`config.mk`:
```
export PLATFORM = sky130hd
export DESIGN_NAME = audio_channel_remix
export DESIGN_NICKNAME = d
export VERILOG_FILES = /design/src/hw/rtl/acr_pkg.sv /design/src/hw/rtl/audio_channel_remix.sv
export SDC_FILE = /design/constraint.sdc
export NUM_CORES = 2
export LEC_CHECK = 0
export ABC_AREA = 0
export BUFFER_PORTS_ARGS = -buffer_cell sky130_fd_sc_hd__buf_2
export CELL_PAD_IN_SITES_DETAIL_PLACEMENT = 1
export CELL_PAD_IN_SITES_GLOBAL_PLACEMENT = 2
export CORE_MARGIN = 2
export CORE_UTILIZATION = 30
export CTS_CLUSTER_SIZE = 8
export DETAILED_ROUTE_END_ITERATION = 12
export GPL_TIMING_DRIVEN = 0
export MAX_ROUTING_LAYER = met4
export PLACE_DENSITY = 0.65
export SETUP_SLACK_MARGIN = 0.3
export SLEW_MARGIN = 0
export SYNTH_ARGS = -nofsm -noshare
export SYNTH_HDL_FRONTEND = slang
export SYNTH_SLANG_ARGS = --single-unit
```
`constraint.sdc`:
```
create_clock -name clk_i -period 19.2 [get_ports clk_i]
set_clock_uncertainty 0.2 [all_clocks]
set_input_delay 0.96 -clock clk_i [delete_from_list [all_inputs] [get_ports clk_i]]
set_output_delay 0.96 -clock clk_i [all_outputs]
set_load 0.005 [all_outputs]
```
`src/hw/rtl/acr_pkg.sv`:
```
`timescale 1ns / 1ps
`default_nettype none

package acr_pkg;

  localparam int NumCh      = 8;
  localparam int SampleW    = 16;
  localparam int CountW     = 4;
  localparam int TermW      = SampleW + 3;
  localparam int AccW       = 2 * SampleW + 4;
  localparam int CoefShift  = 15;
  localparam int WRt        = 23170;

  localparam logic [1:0] CFG_INPUT_COUNT  = 2'd0;
  localparam logic [1:0] CFG_OUTPUT_COUNT = 2'd1;

  localparam logic [2:0] CH_FL  = 3'd0;
  localparam logic [2:0] CH_FR  = 3'd1;
  localparam logic [2:0] CH_C   = 3'd2;
  localparam logic [2:0] CH_LFE = 3'd3;
  localparam logic [2:0] CH_SL  = 3'd4;
  localparam logic [2:0] CH_SR  = 3'd5;
  localparam logic [2:0] CH_BL  = 3'd6;
  localparam logic [2:0] CH_BR  = 3'd7;

  typedef logic signed [SampleW-1:0] sample_t;
  typedef logic signed [TermW-1:0]   term_val_t;

  // One output is (a * 1 + h * 0.5 + r * 0.7071), rounded and saturated.
  typedef struct packed {
    term_val_t a;
    term_val_t h;
    term_val_t r;
  } term_t;

  // Canonical slot that feeds packed position k for a layout of oc channels.
  function automatic logic [2:0] pack_slot(input logic [CountW-1:0] oc,
                                           input logic [2:0] k);
    logic [2:0] slot;
    slot = CH_FL;
    case (oc)
      4'd2: slot = (k == 3'd1) ? CH_FR : CH_FL;
      4'd3: slot = (k < 3'd3) ? k : CH_FL;
      4'd4: begin
        case (k)
          3'd1:    slot = CH_FR;
          3'd2:    slot = CH_BL;
          3'd3:    slot = CH_BR;
          default: slot = CH_FL;
        endcase
      end
      4'd5: begin
        case (k)
          3'd1:    slot = CH_FR;
          3'd2:    slot = CH_C;
          3'd3:    slot = CH_SL;
          3'd4:    slot = CH_SR;
          default: slot = CH_FL;
        endcase
      end
      4'd6: slot = (k < 3'd6) ? k : CH_FL;
      4'd7: begin
        case (k)
          3'd0:    slot = CH_FL;
          3'd1:    slot = CH_FR;
          3'd2:    slot = CH_C;
          3'd7:    slot = CH_FL;
          default: slot = k + 3'd1;
        endcase
      end
      4'd8:    slot = k;
      default: slot = CH_FL;
    endcase
    return slot;
  endfunction

endpackage

`default_nettype wire

```
`src/hw/rtl/audio_channel_remix.sv`:
```
`timescale 1ns / 1ps
`default_nettype none
// Channel remix between 7.1-style layouts, one frame of eight Q1.15 samples per word.
// Input channel: raise start with the eight canonical slots (FL FR C LFE SL SR BL BR);
//   the word is taken at every edge where start is high and busy is low. busy stays low,
//   so a new frame may follow in every cycle.
// Result channel: done_o is high for exactly one cycle with out_slot_0_o..out_slot_7_o,
//   packed in the target layout order; slots beyond output_count read zero.
// Each frame passes the input register, then one pass of adders and one constant
//   multiply per slot into the result register. Throughput: one frame per cycle.
// Configuration: cfg_we_i writes cfg_data_i into register cfg_idx_i (0 input_count,
//   1 output_count); other indexes are ignored. Write only while no frame is in flight.
// Reset: both counts return to 2 (stereo passthrough) and no result is pending.
// The receiver cannot stall: every result is shown once, for one cycle.
module audio_channel_remix
  import acr_pkg::*;
(
  input  wire logic                clk_i,
  input  wire logic                rst_ni,
  input  wire logic                start,
  output      logic                busy,
  input  wire logic                cfg_we_i,
  input  wire logic [1:0]          cfg_idx_i,
  input  wire logic [CountW-1:0]   cfg_data_i,
  input  wire logic signed [SampleW-1:0] in_front_left_i,
  input  wire logic signed [SampleW-1:0] in_front_right_i,
  input  wire logic signed [SampleW-1:0] in_center_i,
  input  wire logic signed [SampleW-1:0] in_low_freq_i,
  input  wire logic signed [SampleW-1:0] in_side_left_i,
  input  wire logic signed [SampleW-1:0] in_side_right_i,
  input  wire logic signed [SampleW-1:0] in_back_left_i,
  input  wire logic signed [SampleW-1:0] in_back_right_i,
  output      logic                done_o,
  output      logic signed [SampleW-1:0] out_slot_0_o,
  output      logic signed [SampleW-1:0] out_slot_1_o,
  output      logic signed [SampleW-1:0] out_slot_2_o,
  output      logic signed [SampleW-1:0] out_slot_3_o,
  output      logic signed [SampleW-1:0] out_slot_4_o,
  output      logic signed [SampleW-1:0] out_slot_5_o,
  output      logic signed [SampleW-1:0] out_slot_6_o,
  output      logic signed [SampleW-1:0] out_slot_7_o
);

  localparam logic signed [AccW-1:0] RndHalf = AccW'(1 << (CoefShift - 1));
  localparam logic signed [AccW-1:0] CoefRt  = AccW'(WRt);
  localparam logic signed [AccW-CoefShift-1:0] SatHi =
    (AccW-CoefShift)'((1 << (SampleW - 1)) - 1);
  localparam logic signed [AccW-CoefShift-1:0] SatLo =
    (AccW-CoefShift)'(-(1 << (SampleW - 1)));

  logic [CountW-1:0] ic_q, oc_q;
  logic              valid_q, done_q;
  sample_t           s_q   [NumCh];
  sample_t           out_q [NumCh];
  sample_t           out_d [NumCh];
  term_val_t         e     [NumCh];
  term_t             canon [NumCh];
  term_t             t     [NumCh];
  logic              accept;

  assign busy   = 1'b0;
  assign accept = start && !busy;

  always_ff @(posedge clk_i or negedge rst_ni) begin
    if (!rst_ni) begin
      ic_q <= CountW'(2);
      oc_q <= CountW'(2);
    end else if (cfg_we_i) begin
      case (cfg_idx_i)
        CFG_INPUT_COUNT:  ic_q <= cfg_data_i;
        CFG_OUTPUT_COUNT: oc_q <= cfg_data_i;
        default: ;
      endcase
    end
  end

  always_ff @(posedge clk_i or negedge rst_ni) begin
    if (!rst_ni) begin
      valid_q <= 1'b0;
      done_q  <= 1'b0;
    end else begin
      valid_q <= accept;
      done_q  <= valid_q;
    end
  end

  always_ff @(posedge clk_i) begin
    if (accept) begin
      s_q[CH_FL]  <= in_front_left_i;
      s_q[CH_FR]  <= in_front_right_i;
      s_q[CH_C]   <= in_center_i;
      s_q[CH_LFE] <= in_low_freq_i;
      s_q[CH_SL]  <= in_side_left_i;
      s_q[CH_SR]  <= in_side_right_i;
      s_q[CH_BL]  <= in_back_left_i;
      s_q[CH_BR]  <= in_back_right_i;
    end
  end

  always_comb begin
    for (int i = 0; i < NumCh; i++) begin
      e[i] = TermW'(s_q[i]);
    end
  end

  // Canonical frame for upmix.
  always_comb begin
    for (int i = 0; i < NumCh; i++) begin
      canon[i] = '0;
    end
    if (ic_q == CountW'(1)) begin
      for (int i = 0; i < NumCh; i++) begin
        canon[i].a = e[CH_FL];
      end
      canon[CH_LFE] = '0;
    end else if (ic_q < CountW'(5)) begin
      canon[CH_FL].a = e[CH_FL];
      canon[CH_FR].a = e[CH_FR];
      if (ic_q == CountW'(3)) begin
        canon[CH_C].a = e[CH_C];
      end else begin
        canon[CH_C].r = e[CH_FL] + e[CH_FR];
      end
      canon[CH_SL].r = e[CH_FL] - e[CH_FR];
      canon[CH_SR].r = e[CH_FL] - e[CH_FR];
      canon[CH_BL].r = e[CH_FL] - e[CH_FR];
      canon[CH_BR].r = e[CH_FL] - e[CH_FR];
    end else begin
      for (int i = 0; i < 6; i++) begin
        canon[i].a = e[i];
      end
      canon[CH_BL].a = e[CH_SL];
      canon[CH_BR].a = e[CH_SR];
    end
  end

  // Weighted terms for each packed slot.
  always_comb begin
    for (int k = 0; k < NumCh; k++) begin
      t[k] = '0;
    end
    if (oc_q inside {[4'd1:4'd8]}) begin
      if (ic_q == oc_q) begin
        for (int k = 0; k < NumCh; k++) begin
          if (CountW'(k) < oc_q) begin
            t[k].a = e[pack_slot(oc_q, 3'(k))];
          end
        end
      end else if (oc_q < ic_q) begin
        case (oc_q)
          4'd1: begin
            t[0].a = e[CH_C];
            t[0].h = e[CH_SL] + e[CH_SR] + e[CH_BL] + e[CH_BR];
            t[0].r = e[CH_FL] + e[CH_FR];
          end
          4'd2: begin
            t[0].a = e[CH_FL];
            t[0].r = e[CH_C] + e[CH_SL] + e[CH_BL];
            t[1].a = e[CH_FR];
            t[1].r = e[CH_C] + e[CH_SR] + e[CH_BR];
          end
          4'd3: begin
            t[0].a = e[CH_FL];
            t[0].r = e[CH_SL] + e[CH_BL];
            t[1].a = e[CH_FR];
            t[1].r = e[CH_SR] + e[CH_BR];
            t[2].a = e[CH_C];
          end
          4'd4: begin
            t[0].a = e[CH_FL];
            t[0].r = e[CH_C];
            t[1].a = e[CH_FR];
            t[1].r = e[CH_C];
            t[2].a = e[CH_SL] + e[CH_BL];
            t[3].a = e[CH_SR] + e[CH_BR];
          end
          4'd5: begin
            t[0].a = e[CH_FL];
            t[1].a = e[CH_FR];
            t[2].a = e[CH_C];
            t[3].a = e[CH_SL] + e[CH_BL];
            t[4].a = e[CH_SR] + e[CH_BR];
          end
          4'd6: begin
            t[0].a = e[CH_FL];
            t[1].a = e[CH_FR];
            t[2].a = e[CH_C];
            t[3].a = e[CH_LFE];
            t[4].a = e[CH_SL] + e[CH_BL];
            t[5].a = e[CH_SR] + e[CH_BR];
          end
          4'd7: begin
            t[0].a = e[CH_FL];
            t[1].a = e[CH_FR];
            t[2].a = e[CH_C];
            t[3].a = e[CH_SL];
            t[4].a = e[CH_SR];
            t[5].a = e[CH_BL];
            t[6].a = e[CH_BR];
          end
          default: begin
            for (int k = 0; k < NumCh; k++) begin
              t[k].a = e[k];
            end
          end
        endcase
      end else begin
        for (int k = 0; k < NumCh; k++) begin
          if (CountW'(k) < oc_q) begin
            t[k] = canon[pack_slot(oc_q, 3'(k))];
          end
        end
      end
    end
  end

  // Scale, round half up and saturate each slot.
  always_comb begin
    logic signed [AccW-1:0]          acc;
    logic signed [AccW-CoefShift-1:0] q;
    for (int k = 0; k < NumCh; k++) begin
      acc = (AccW'(t[k].a) <<< CoefShift) + (AccW'(t[k].h) <<< (CoefShift - 1))
          + AccW'(t[k].r) * CoefRt + RndHalf;
      q = (AccW-CoefShift)'(acc >>> CoefShift);
      if (q > SatHi) begin
        out_d[k] = SampleW'(SatHi);
      end else if (q < SatLo) begin
        out_d[k] = SampleW'(SatLo);
      end else begin
        out_d[k] = SampleW'(q);
      end
    end
  end

  always_ff @(posedge clk_i) begin
    if (valid_q) begin
      for (int k = 0; k < NumCh; k++) begin
        out_q[k] <= out_d[k];
      end
    end
  end

  assign done_o       = done_q;
  assign out_slot_0_o = out_q[0];
  assign out_slot_1_o = out_q[1];
  assign out_slot_2_o = out_q[2];
  assign out_slot_3_o = out_q[3];
  assign out_slot_4_o = out_q[4];
  assign out_slot_5_o = out_q[5];
  assign out_slot_6_o = out_q[6];
  assign out_slot_7_o = out_q[7];

endmodule

`default_nettype wire

```
* After elaboration in Yosys (flattened, before gate mapping)
Memories as Yosys holds them, arrays and structs flattened.
Index checks and enable logic that the tools add are counted.
** Word-level totals
- Register bits after elaboration :: 10
- Latch bits :: 0
- RAM bits :: 256
- Memory bits (read-only) :: 0
- Bits of input ports :: 138
- Output and inout port bits :: 130
- Logic and storage cells :: 331
- Memories :: 2
** Cells by class
- Add/subtract/negate cells :: 35
- $mul :: 8
- Divide/modulo/power cells :: 0
- Order comparisons :: 44
- Equality and inequality tests :: 12
- Shifts and indexed selects :: 0
- Multiplexer cells :: 196
- Bitwise gates (word level) :: 16
- Reduce and logical (&&, ||, !) cells :: 14
** Memories
- out_q :: depth 8, bits a word 16, read ports 8, clocked after Yosys merged registers in 0, wr ports 8, line audio_channel_remix.sv:54 : sample_t out_q [NumCh];
- s_q :: depth 8, bits a word 16, read ports 8, clocked after Yosys merged registers in 0, wr ports 8, line audio_channel_remix.sv:53 : sample_t s_q [NumCh];
** Operators with widths (count)
- 57-bit binary-select mux with 3-bit select :: 8
- 57-bit two-way mux :: 24
- 19-bit two-way mux :: 57
- 38-bit two-way mux :: 15
- 19-bit binary-select mux with 3-bit select :: 8
- 456-bit two-way mux :: 1
- 35-bit by 35-bit adder with 36-bit output :: 8
- 36-bit by 16-bit adder with 36-bit output (second input constant) :: 8
- 34-bit by 33-bit adder with 35-bit output :: 8
- 19-bit by 15-bit multiplier with 34-bit output (second input constant) :: 8
- 16-bit two-way mux :: 16
- 19-bit case mux with 4 select lines :: 3
- 21-bit by 16-bit > comparator with 1-bit output (second input constant) :: 8
- 21-bit by 16-bit < comparator with 1-bit output (second input constant) :: 8
- 3-bit two-way mux :: 49
- 19-bit case mux with 3 select lines :: 2
- 16-bit by 16-bit adder with 17-bit output :: 6
- 76-bit two-way mux :: 1
- 19-bit case mux with 2 select lines :: 2
- 4-bit greater-or-equal comparator (second input constant) :: 16
- 3-bit NOT with 4-bit output :: 16
- 17-bit by 16-bit adder with 18-bit output :: 3
- 3-bit case mux with 2 select lines :: 4
- 18-bit by 16-bit adder with 19-bit output :: 1
- other kinds (25) :: 45

* Logic depth before layout (Yosys ltp)
- Depth after elaboration :: 21
- Mapped depth :: 53
- Mapped depth without buffers :: 52

* Worst setup path before layout
Ideal clock, no wire load.
- Path kind :: register to register
- Start :: mem s_q[0][1] (netlist name)
- End :: mem out_q[0][10] (netlist name), data pin
- Arrival time :: 10.497 ns
- Data required time :: 18.730 ns
- Path slack :: 8.233 ns
- Cell stages (with the launch flop) :: 48
- Buffers on the path :: 2
- Cells stage by stage :: edfxtp_1 -> clkbuf_1 -> inv_1 -> fa_1 -> or2_2 -> a211o_1 -> a21oi_1 -> o21a_1 -> o211ai_1 -> a31oi_1 -> nor2_1 -> nor2_1 -> nor2_1 -> xnor2_1 -> a22oi_1 -> a31oi_1 -> ha_1 -> inv_1 -> [... 12 more ...] -> and2_1 -> nor2_1 -> nor2b_1 -> nor2_1 -> xor2_1 -> fa_1 -> inv_1 -> ha_1 -> or3_1 -> a2111oi_0 -> o31ai_1 -> a21oi_1 -> o21ai_0 -> o41ai_1 -> xnor2_1 -> a41oi_1 -> clkbuf_1 -> o21ai_0
** RTL lines (line)
- from (decl) :: audio_channel_remix.sv:53
- to (decl) :: audio_channel_remix.sv:54

==> results.md <==
- Via count: 55910
- Sw Ratio: 55.8%
- Layout Nets: 9359
- Cell Count, Final, Fillers Out: 10173
- Setup CP Type: flip-flop to flip-flop
- Final setup fails: 0
- GPL Wtd Cong: 1.02
- Bufs and invs on worst path: 8
- Compound-gate portion of the synthesized area: 17.9%
- Area of the die: 212000 um2
- Setup TNS: 0 ns
- Num CTS Buffers: 44
- Delay-heaviest family, CP: simple AND/OR/NAND/NOR gates
- Largest net degree at the start of global routing: 72
- Post-synth design cell area: 62500 um2
- Violated checks: max-capacitance violations, max-slew violations
- Top Ports: 268
- FFs w/ async S/R, synth: 3.76%
- WL met2: 136000 um
- Pwr per Cell Area: 93.7 nW/um2
- Commonest register cell after synthesis: edfxtp_1
- Yosys top cell by area: ha_1
- DRT Pass-1 Iters: 7
- Max clock buf depth: 3
- Tot Pwr: 6510 uW
- Period utilization: 79.1%
- Net switching power: 3630 uW
- Status: finished, violations left
- Crit Path Max Fanout: 10
- Post-synthesis sequential area ratio: 12.7%
- CTS tree: yes
- Post-synthesis xor/xnor area fraction: 4.71%
- Maximum vdd drop: 0.0000763 V
- Clock root cell: clkbuf_16
- Starting DRC count in detailed routing: 4570
- FILL cells: 24292
- Met3 Wirelength: 20300 um
- Port-buffer cells: 266
- Flops & latches, synth: 266
- Vias/cell: 5.50
- Distinct cells, synth: 105
- Area share of the largest cell type after synthesis: 25.6%
- CTS HTree Levels: 2
- DRC: 0
- WL met1: 134000 um
- Min Hold Slack: 0.249 ns
- Worst hold path type: input pin to flip-flop
- Routed WL: 307000 um
- WL/cell: 30.2 um
- Die height: 460 um
- Post-synthesis share of cell area spent on full adders, half adders and majority gates: 45.2%
- Post-synthesis cell count: 6988
- Mux cell area share after synthesis: 0.663%
- Simple-gate area share of the yosys netlist: 11.2%
- Final Hold Vio Count: 0
- Vias in the first global route: 58538
- CP Launch Type: flip-flop
- Layout Utilization: 33.5%
- # resized after CTS: 0
- Most frequent cells in the layout: ha_1, inv_1, fa_1
- Die width: 460 um
- Proportion of power drawn by the clock network: 12.6%
- Dpl hpwl: 251000 um
- Starting density of the core: 30.2%
- CP max stage delay: 1.02 ns
- Worst Max-Slew Pin Slew: 1.67 ns
- Top sig layer: met4
- Main area contributors after synthesis: ha_1, fa_1, edfxtp_1
- Clock-pin slew on the worst setup and hold paths: 0.07 ns
- Final min period: 15.19 ns
- Row count: 167
- Layout cell share with drive strength beyond 1: 6.89%
- Core ar.: 207000 um2
- # clock sinks: 266
- Largest family of logic cells by synthesized area: adder cells
- Synth Net Count: 9015
- First-pass GRT wire length: 433000 um
- Seq pwr share: 16.2%
- Post-synth EDFFs: 256
- Crit-path slowest cell: nor2_1
- Worst Path Arrival: 15.33 ns
- Area growth, synth to finish: 11.1%
- Comb pwr share: 71.2%
- Commonest non-fill, non-tap cell in the layout: ha_1
- Total global routing overflow: 0
- Post-route ant nets: 0
- Crit-path most repeated cell: ha_1
- Skew-Pair Late Insertion Delay: 0.69 ns
- Synth warn: 0
- Total track usage: 29.5%
- FMAX: 65.8 MHz
- CP Data Required Time: 19.34 ns
- Power Internal: 2870 uW
- CP Capture Type: flip-flop
- Leak: 0.0363 uW
- Initial antenna violation count: 51
- Slew Limit Fails: 71
- Worst slew margin: -11.1%
- Placed insts: 10073
- Max_cap viols: 7
- RSZ-0062 raised after global routing: no
- Mean Syn Cell Area: 8.94 um2
## metrics by stage
step	instance area [um2]	setup WS, ns
2_1_floorplan	62500	8.23
3_3_place_gp	67300	2.54
3_5_place_dp	67900	3.86
4_1_cts	69300	3.81
5_1_grt	69400	3.24
6_report	69400	4.01
## cell usage after synthesis, drive strengths merged, types with 51 or more instances
cell type	number
a211oi	53
a21o	164
a21oi	425
a221oi	60
a22oi	53
a31oi	62
clkbuf	183
edfxtp	256
fa	611
ha	1278
inv	1061
nand2	419
nand2b	51
nand3	103
nor2	534
nor2b	54
nor3	109
o21a	71
o21ai	345
o21bai	51
xnor2	222
xor2	114
## worst paths after layout
check,to,from,slack (ns),cells after the start
worst max-delay path,out_q[1][56],oc_q[0],4.01,45
worst min-delay path,s_q[0][44],in_center_i[12],0.25,1
worst max register to register,out_q[1][56],oc_q[0],4.01,45
worst min register to register,ic_q[1],ic_q[1],0.41,2
max in group asynchronous,oc_q[1],rst_ni,18.01,2
min in group asynchronous,done_o,rst_ni,0.49,2
## state kept, by name, summed over array words and instances, names as in the netlist
signal / cells
s_q: 128
out_q: 128
ic_q: 4
oc_q: 4
done_o: 1
valid_q: 1
## worst reg2reg max path, delay by kind of cell, from the launching register on
family / cells / cell delay (ns)
AND/OR/NAND/NOR: 14 / 4.58
flip-flops: 1 / 0.41
adder cells (fa/ha/maj): 9 / 3.34
buffers and inverters: 8 / 2.35
XOR/XNOR: 1 / 0.15
AO/OA/AOI/OAI: 13 / 3.88
## what timing repair did
item                      in CTS  in global routing
hold endpoints to repair       8                  0
setup buffers                  0                  0
hold buffers                   1                  0
## layer usage
layer | vias to the layer above | global-route usage (%)
met4 | 0 | 14.0
met1 | 28383 | 37.1
li1 | 25125 | -
met3 | 577 | 5.88
met5 | - | -
met2 | 1825 | 45.4
## power groups by stage
stage / combinational [uW] / sequential, uW / clock [uW]
6_report: 4630 / 1050 / 822
3_5_place_dp: 4540 / 1050 / 0
4_1_cts: 4580 / 1050 / 852
3_3_place_gp: 4460 / 1060 / 0
5_1_grt: 5000 / 1060 / 867
2_1_floorplan: 2660 / 975 / 0
## final cells by class
| cell class | count | area [um2] | share of cell area, % |
|---|---|---|---|
| timing repair buffer | 298 | 1760 | 2.54 |
| tap | 2788 | 3490 | 5.03 |
| inverter | 1061 | 3980 | 5.74 |
| antenna | 29 | 72.6 | 0.105 |
| buffer | 215 | 855 | 1.23 |
| clock buffer | 56 | 1150 | 1.65 |
| clock inverter | 14 | 235 | 0.339 |
| sequential | 266 | 7940 | 11.4 |
| multi-input combinational | 5446 | 49900 | 71.9 |
## kinds of logic after synthesis
kind of cell | count (synthesis)
AND/OR/NAND/NOR | 1513
XOR/XNOR | 336
buffers and inverters | 1276
multiplexers | 40
other | 1
adder cells (fa/ha/maj) | 1889
flip-flops | 266
AO/OA/AOI/OAI | 1667
Power figures use the tool's default switching activity.
